### config.mk
export PLATFORM = sky130hd
export DESIGN_NAME = agbl_ctrl
export DESIGN_NICKNAME = d
export VERILOG_FILES = /design/src/rtl/adaptive_grid_bilinear_lookup_top_assert.svh /design/src/rtl/agbl_pkg.sv /design/src/rtl/agbl_ctrl.sv
export SDC_FILE = /design/constraint.sdc
export NUM_CORES = 1
export LEC_CHECK = 0
export BUFFER_PORTS_ARGS = -buffer_cell sky130_fd_sc_hd__buf_4
export CAP_MARGIN = 20
export CORE_AREA = 2 2 39 41
export DETAILED_ROUTE_END_ITERATION = 10
export DIE_AREA = 0 0 41 43
export PLACE_DENSITY = 0.54
export REMOVE_ABC_BUFFERS = 1
export SLEW_MARGIN = 20
export SYNTH_ARGS = -nofsm -noshare
export SYNTH_HDL_FRONTEND = slang
export SYNTH_SLANG_ARGS = --single-unit
export TNS_END_PERCENT = 30
### constraint.sdc
create_clock -name clk -period 2.8 [get_ports clk]
set_input_delay 0.42 -clock clk [delete_from_list [all_inputs] [get_ports clk]]
set_output_delay 0.42 -clock clk [all_outputs]
set_load 0.05 [all_outputs]
### src/rtl/adaptive_grid_bilinear_lookup_top_assert.svh
// Assertion macros for the quadtree bilinear lookup block.
`ifndef ADAPTIVE_GRID_BILINEAR_LOOKUP_TOP_ASSERT_SVH
`define ADAPTIVE_GRID_BILINEAR_LOOKUP_TOP_ASSERT_SVH

// Checks a consequence in the same cycle as its condition.
`define AGBL_ASSERT_NOW(lbl, pre, post, msg) \
  lbl: assert property (@(posedge clk) disable iff (rst) (pre) |-> (post)) else $error(msg);

// Checks a consequence in the cycle after its condition.
`define AGBL_ASSERT_NEXT(lbl, pre, post, msg) \
  lbl: assert property (@(posedge clk) disable iff (rst) (pre) |=> (post)) else $error(msg);

`endif

### src/rtl/agbl_pkg.sv
// Shared types and constants for the quadtree bilinear lookup block.
`timescale 1ns / 1ps
package agbl_pkg;

  localparam int DATA_W   = 240;
  localparam int OUT_W    = 40;
  localparam int BOX_W    = 31;
  localparam int MAG_W    = 32;

  localparam logic [1:0] OP_QUERY   = 2'd0;
  localparam logic [1:0] OP_WR_CELL = 2'd1;
  localparam logic [1:0] OP_WR_BASE = 2'd2;

  localparam logic [1:0] ST_OK      = 2'd0;
  localparam logic [1:0] ST_OUTSIDE = 2'd1;
  localparam logic [1:0] ST_DEEP    = 2'd2;

  localparam logic             REG_BOX   = 1'b0;
  localparam logic [BOX_W-1:0] BOX_RESET = 31'd65536;

  localparam logic [3:0] DIV_LAST   = 4'd15;
  localparam logic [3:0] BLEND_LAST = 4'd8;

  typedef struct packed {
    logic wr_cell;
    logic wr_base;
    logic load;
    logic div_step;
    logic red_step;
    logic fetch;
    logic descend;
    logic blend_start;
    logic blend_step;
    logic set_deep;
    logic emit;
  } cmd_t;

  typedef struct packed {
    logic outside;
    logic div_done;
    logic red_done;
    logic refined;
    logic last_layer;
    logic blend_done;
    logic out_free;
  } sts_t;

endpackage

### src/rtl/agbl_ctrl.sv
// Sequencer for table writes and for query, descent and blend steps.
`timescale 1ns / 1ps
module agbl_ctrl import agbl_pkg::*; (
  input  logic       clk,
  input  logic       rst,
  input  logic       s_tvalid,
  input  logic [1:0] operation,
  input  sts_t       sts,
  output logic       s_tready,
  output cmd_t       cmd
);

  typedef enum logic [2:0] {IDLE, DIVIDE, REDUCE, FETCH, LOOK, BLEND, DONE} state_t;

  state_t state;

  assign s_tready = (state == IDLE);

  always_comb begin
    cmd = '0;
    case (state)
      IDLE: begin
        if (s_tvalid) begin
          case (operation)
            OP_QUERY:   cmd.load    = 1'b1;
            OP_WR_CELL: cmd.wr_cell = 1'b1;
            OP_WR_BASE: cmd.wr_base = 1'b1;
            default: ;
          endcase
        end
      end
      DIVIDE: cmd.div_step = 1'b1;
      REDUCE: cmd.red_step = 1'b1;
      FETCH:  cmd.fetch    = 1'b1;
      LOOK: begin
        if (!sts.refined) begin
          cmd.blend_start = 1'b1;
        end else if (sts.last_layer) begin
          cmd.set_deep = 1'b1;
        end else begin
          cmd.descend = 1'b1;
        end
      end
      BLEND: cmd.blend_step = 1'b1;
      DONE:  cmd.emit       = sts.out_free;
      default: ;
    endcase
  end

  always_ff @(posedge clk) begin
    if (rst) begin
      state <= IDLE;
    end else begin
      case (state)
        IDLE: begin
          if (cmd.load) begin
            state <= sts.outside ? DONE : DIVIDE;
          end
        end
        DIVIDE: if (sts.div_done) state <= REDUCE;
        REDUCE: if (sts.red_done) state <= FETCH;
        FETCH:  state <= LOOK;
        LOOK: begin
          if (!sts.refined) begin
            state <= BLEND;
          end else if (sts.last_layer) begin
            state <= DONE;
          end else begin
            state <= REDUCE;
          end
        end
        BLEND: if (sts.blend_done) state <= DONE;
        DONE:  if (sts.out_free) state <= IDLE;
        default: state <= IDLE;
      endcase
    end
  end

endmodule

==> flow_summary_export.csv, run 1 <==
group,metric,value,unit
outcome,run_status,"finished clean",
setup_path,start_kind,"flip-flop",
die,die_h,43,microns
setup_path,crit_fanout,18,
yosys,async_flop_share,0,%
clock_tree,cts.clk_slew.worst_paths,40,ps
die,ios,24,
drt,viasPerCell,4.92,
timing,maxSlewViolCount,0,
cells_and_area,largest_reg_flops,3,
clock_tree,cts_hold_buffers,0,
clock_tree,cts.sinks,3,
yosys,synthTopCellsByArea,"dfxtp_1 16%, nor3b_1 8.1%, nor2_1 7.1%",
clock_tree,tritoncts,"yes",
setup_path,regToRegSetupSlack,1110,ps
global_route,grt_pass1_vias,343,
drt,ant_nets,0,
yosys,ys_types,29,
die,coreArea,0.00138,sq mm
drt,drt-initial-drc-count,1,
yosys,syn_area_per_cell,7.72,sq um
timing,final-hold-violation-count,0,
timing,worstMarginPinSlew,538,ps
setup_path,slowest_delay,650,ps
yosys,syn-instance-count,48,
yosys,synth_area,370,sq um
yosys,yosysSeqAreaShare,16.2,%
yosys,netlist_top_cells_count,"7 x nor2_1, 4 x nor3b_1, 3 x dfxtp_1, 3 x nand2_1",
global_route,grt_util_all_layers,11.6,%
cells_and_area,syn2layout_area_growth,52.7,%
die,start_util,26.8,%
min_path,worst_hold_path_type,"input pin to flip-flop",
power_and_ir_drop,p_leak,0.000266,uW
clock_tree,clkLatencyLatePin,230,ps
timing,fin_crit_sh,72.4,%
global_route,grt_pass1_wl,1.44,mm
clock_tree,cts_buffer_depth,2,
power_and_ir_drop,finalPower,557,uW
cells_and_area,stdcell_area,566,sq um
drt,drt_first_pass_iters,3,
timing,setup-tns-final,0,ps
cells_and_area,final_net_count,84,
placement,placed_area,539,sq um
yosys,post-synth-top-count-cell,"nor2_1",
drt,vias,428,
clock_tree,post_cts_resized,0,
clock_tree,numCtsBuffers,3,
cells_and_area,diodes,0,
yosys,synth_warnings,0,
die,num_rows,14,
timing,max_freq,493,MHz
power_and_ir_drop,power_density,985,mW/mm^2
clock_tree,clock-root-buffer,"clkbuf_4",
setup_path,worstPathArrival,1610,ps
yosys,synth_edf_count,0,
power_and_ir_drop,ir_worst_vdd,0.379,mV
placement,dp_hpwl,741,microns
timing,rsz0062_at_grt,"no",
placement,gp_congestion,0.695,
setup_path,cp-end-kind,"output port",
setup_path,slowest_stage,"dfxtp_1",
drt,wl,956,microns
timing,clock_skew,0.439,ps
setup_path,worst_ep_required_time,2380,ps
timing,setup_slack,774,ps
timing,post-route-min-period,2030,ps
job,max_cap_violations,0,
die,die_area,0.00176,sq mm
yosys,yosys_register_bits,3,
cells_and_area,drive_above_1_share,43.7,%
placement,portBuffers,23,
yosys,synth_area_leader_cell,"dfxtp_1",
global_route,antenna_found_initial,0,
clock_tree,htreeDepth,1,
drt,drc,0,
cells_and_area,top_register,"state",
setup_path,critical_path_class,"flip-flop to output port",
cells_and_area,postLayoutCoreUtil,40.9,%
yosys,yosysTopAreaCellShare,16.2,%
timing,finalSetupViolCount,0,
die,die_w,41,microns
clock_tree,postCtsSetupRepairBufs,0,
global_route,grt_max_degree,19,
cells_and_area,top_regs,"state x3",
yosys,synth_flop_cell,"dfxtp_1",
placement,dp_slack,1010,ps
timing,relSlewSlack,64.1,%
global_route,grt-ovfl-total,0,
setup_path,path_cells,"nand2_1, nor4b_1, buf_4",
drt,post_drt_wl_per_cell,11.0,microns
## power breakdown
group	internal (uW)	switching, uW
sequential	58.5	58.2
clock	53.3	20.6
combinational	149	218
## layout by cell type, fill, tap and decap left out
| cell | instances |
|---|---|
| nor2b_1 | 1 |
| or2b_1 | 1 |
| clkbuf_1 | 1 |
| o221ai_1 | 1 |
| nor4b_1 | 2 |
| buf_4 | 23 |
| nand2_1 | 3 |
| mux2i_1 | 1 |
| a21o_2 | 1 |
| a211o_2 | 1 |
| o21ai_0 | 1 |
| nor4_1 | 1 |
| nand2b_1 | 2 |
| clkbuf_4 | 3 |
| nor3b_1 | 4 |
| o32ai_1 | 1 |
| nor4b_4 | 1 |
| and3_1 | 2 |
| a21oi_1 | 2 |
| dfxtp_1 | 3 |
| xor2_1 | 1 |
| nand3b_1 | 1 |
| inv_1 | 1 |
| o32a_2 | 1 |
| a311oi_1 | 1 |
| o22ai_1 | 1 |
| mux2_4 | 1 |
| nor2_1 | 7 |
| nor3_1 | 2 |
## final cells by class
cell class / count / area, sq um
Fill cell: 152 / 818
Multi-Input combinational cell: 40 / 283
Timing Repair Buffer: 23 / 173
Sequential cell: 3 / 60.1
Clock buffer: 4 / 26.3
Tap cell: 16 / 20.0
Inverter: 1 / 3.75
## stage by stage
| stage | hold WS [ps] | instances |
|---|---|---|
| 6_report | 392 | 87 |
| 5_1_grt | 383 | 87 |
| 4_1_cts | 387 | 87 |
| 3_5_place_dp | 630 | 83 |
| 3_3_place_gp | 633 | 83 |
| 2_1_floorplan | 492 | 44 |
## critical path: cells and delay by family (launching register included)
family,cells,cell delay [ps]
buffers and inverters,1,250
flip-flops,1,650
AND/OR/NAND/NOR,2,480
## path summary, 6_finish.rpt
check / start / depth (start not counted) / to
worst max-delay path: state[2]$_SDFFE_PP0P_ / 3 / cmd[1]
worst min-delay path: rst / 2 / state[2]$_SDFFE_PP0P_
worst max register to register: state[0]$_SDFFE_PP0P_ / 4 / state[1]$_SDFFE_PP0P_
worst min register to register: state[0]$_SDFFE_PP0P_ / 2 / state[2]$_SDFFE_PP0P_
## cells by family (layout without fill, tap and decap cells)
group,after synthesis,count (layout),synth area share (%)
flops,3,3,16.2
mux,2,2,6.76
simple gates,27,27,46.3
xor+xnor,1,1,2.37
compound gates,10,10,20.9
buf+inv,5,28,7.43
## per-layer routing
metal / share of wire [%] / up-vias / GRT usage, %
li1: - / 226 / -
met1: 43 / 189 / 15.3
met2: 50 / 13 / 17.5
met3: 7.1 / 0 / 4.71
met4: 0 / 0 / 2.00
met5: 0 / - / 0
Note: power is estimated with default switching activity, not from simulation.
==> run 2: changes to the inputs <==
--- a/config.mk
+++ b/config.mk
@@ -5,12 +5,13 @@
 export SDC_FILE = /design/constraint.sdc
 export NUM_CORES = 1
 export LEC_CHECK = 0
+export ABC_AREA = 1
 export BUFFER_PORTS_ARGS = -buffer_cell sky130_fd_sc_hd__buf_4
 export CAP_MARGIN = 20
 export CORE_AREA = 2 2 39 41
 export DETAILED_ROUTE_END_ITERATION = 10
 export DIE_AREA = 0 0 41 43
-export PLACE_DENSITY = 0.54
+export PLACE_DENSITY = 0.57
 export REMOVE_ABC_BUFFERS = 1
 export SLEW_MARGIN = 20
 export SYNTH_ARGS = -nofsm -noshare
==> constraint.sdc (replaced) <==
create_clock -name clk -period 1.7 [get_ports clk]
set_input_delay 0.255 -clock clk [delete_from_list [all_inputs] [get_ports clk]]
set_output_delay 0.255 -clock clk [all_outputs]
set_load 0.05 [all_outputs]
==> flow_summary_export.csv, run 2 <==
group,metric,value,unit
placement,portBuffers,23,
global_route,use_met3,4.71,%
power_and_ir_drop,ir_worst_vdd,0.661,mV
yosys,yosysTopAreaCellShare,15.7,%
setup_path,cp-end-kind,"output port",
yosys,ys_types,18,
clock_tree,cts_hold_buffers,0,
yosys,synth_flop_cell,"dfxtp_1",
cells_and_area,largest_reg_flops,3,
yosys,synth_warnings,0,
global_route,grt_max_degree,9,
clock_tree,clkLatencyLatePin,240,ps
drt,viasPerCell,4.35,
cells_and_area,diodes,0,
drt,post_drt_wl_per_cell,8.95,microns
die,ios,24,
drt,ant_nets,0,
power_and_ir_drop,finalPower,1100,uW
global_route,use_met1,16.9,%
yosys,yosys_register_bits,3,
die,start_util,27.6,%
yosys,synth_edf_count,0,
global_route,grt_util_all_layers,13.5,%
timing,rsz0062_at_grt,"no",
clock_tree,numCtsBuffers,3,
clock_tree,cts.sinks,3,
cells_and_area,drive_above_1_share,39.8,%
global_route,met2_usage,20.0,%
timing,final-hold-violation-count,0,
die,die_h,43,microns
drt,drc,0,
global_route,grt_pass1_vias,421,
cells_and_area,multi_input_comb_area,244,sq um
timing,worstMarginPinSlew,277,ps
timing,max_freq,636,MHz
clock_tree,cts_buffer_depth,2,
yosys,synth_area,382,sq um
die,die_area,0.00176,sq mm
power_and_ir_drop,p_leak,0.000366,uW
cells_and_area,final_net_count,106,
timing,fin_crit_sh,92.5,%
timing,relSlewSlack,81.5,%
global_route,busiest_layer,"met2",
timing,finalSetupViolCount,0,
clock_tree,htreeDepth,1,
global_route,grt-ovfl-total,0,
timing,clock_skew,0.855,ps
timing,maxSlewViolCount,0,
yosys,async_flop_share,0,%
drt,vias,474,
setup_path,crit_fanout,7,
drt,drt_first_pass_iters,3,
cells_and_area,syn2layout_area_growth,55.7,%
cells_and_area,top_regs,"state x3",
yosys,syn_area_per_cell,5.70,sq um
timing,hold_slack,267,ps
die,die_w,41,microns
placement,dp_hpwl,800,microns
setup_path,worstPathArrival,1320,ps
timing,post-route-min-period,1570,ps
die,num_rows,14,
yosys,yosysSeqAreaShare,15.7,%
job,max_cap_violations,0,
drt,drt-initial-drc-count,5,
setup_path,worst_ep_required_time,1440,ps
clock_tree,clock-root-buffer,"clkbuf_4",
yosys,synth_area_leader_cell,"dfxtp_1",
clock_tree,tritoncts,"yes",
yosys,synthTopCellsByArea,"dfxtp_1 16%, inv_1 15%, nor2_1 12%",
cells_and_area,fillers,171,
cells_and_area,top_register,"state",
min_path,worst_hold_path_type,"input pin to flip-flop",
yosys,post-synth-top-count-cell,"inv_1",
cells_and_area,final_cell_mix,"23 x buf_4, 15 x inv_1, 12 x nor2_1, 8 x nand2_1, 7 x nand3_1",
clock_tree,postCtsSetupRepairBufs,0,
cells_and_area,final_common_cell,"buf_4",
clock_tree,cts.clk_slew.worst_paths,40,ps
cells_and_area,regArea,61.3,sq um
global_route,antenna_found_initial,0,
placement,gp_congestion,0.817,
yosys,netlist_top_cells_count,"15 x inv_1, 12 x nor2_1, 8 x nand2_1",
outcome,run_status,"finished clean",
drt,wl,976,microns
die,coreArea,0.00138,sq mm
global_route,grt_pass1_wl,1.66,mm
yosys,syn-instance-count,67,
power_and_ir_drop,power_density,1850,mW/mm^2
setup_path,start_kind,"flip-flop",
setup_path,critical_path_class,"flip-flop to output port",
==> run 2: kinds of logic (layout without fill, tap and decap cells) <==
| kind of cell | count (synthesis) | after routing | synth area share [%] |
|---|---|---|---|
| flip-flops | 3 | 3 | 15.7 |
| AO/OA/AOI/OAI | 3 | 3 | 3.93 |
| buffers and inverters | 19 | 45 | 20.3 |
| AND/OR/NAND/NOR | 42 | 42 | 60.0 |
==> run 2: final timing paths <==
path / endpoint / depth (start not counted) / slack [ps] / from
worst min register to register: state[1]$_SDFFE_PP0P_ / 2 / 560 / state[1]$_SDFFE_PP0P_
worst min-delay path: state[1]$_SDFFE_PP0P_ / 4 / 270 / rst
worst max register to register: state[0]$_SDFFE_PP0P_ / 9 / 420 / state[2]$_SDFFE_PP0P_
worst max-delay path: cmd[0] / 3 / 130 / state[2]$_SDFFE_PP0P_
==> run 2: repair_timing <==
action / in CTS / in global routing
gates resized for setup: 0 / 1
setup endpoints to repair: 0 / 1
hold endpoints to repair: 0 / 0
==> run 2: final cells by class <==
cell class | count | share of cell area, %
multi-input combinational | 45 | 41.1
timing repair buffer | 23 | 29.1
inverter | 18 | 11.8
sequential | 3 | 10.3
clock buffer | 4 | 4.42
tap | 16 | 3.37
==> run 2: worst max-delay path: stages, from the launching register on <==
cell	delay, ps
dfxtp_1	460
inv_2	130
nor4_1	250
buf_4	240
==> run 2: per-layer routing <==
metal | wire length (microns) | vias up
met1 | 421 | 202
met3 | 60 | 0
li1 | - | 262
met2 | 493 | 10
met4 | 0 | 0
met5 | 0 | -
==> run 2: power breakdown <==
part,internal (uW),switching (uW),leakage (uW)
registers,105,70.1,0.0000252
clock network,88.2,40.1,0.0000150
logic,256,543,0.000326
==> run 2: through the flow <==
| stage | area (sq um) | setup slack (ps) | TNS [ps] | util (%) | instances |
|---|---|---|---|---|---|
| 2_1_floorplan | 374 | -681 | -681 | - | 66 |
| 3_3_place_gp | 567 | 348 | 0 | 41.0 | 105 |
| 3_5_place_dp | 567 | 313 | 0 | 41.0 | 105 |
| 4_1_cts | 593 | 54.7 | 0 | 42.9 | 109 |
| 5_1_grt | 594 | 7.76 | 0 | 42.9 | 109 |
| 6_report | 594 | 127 | 0 | 42.9 | 109 |
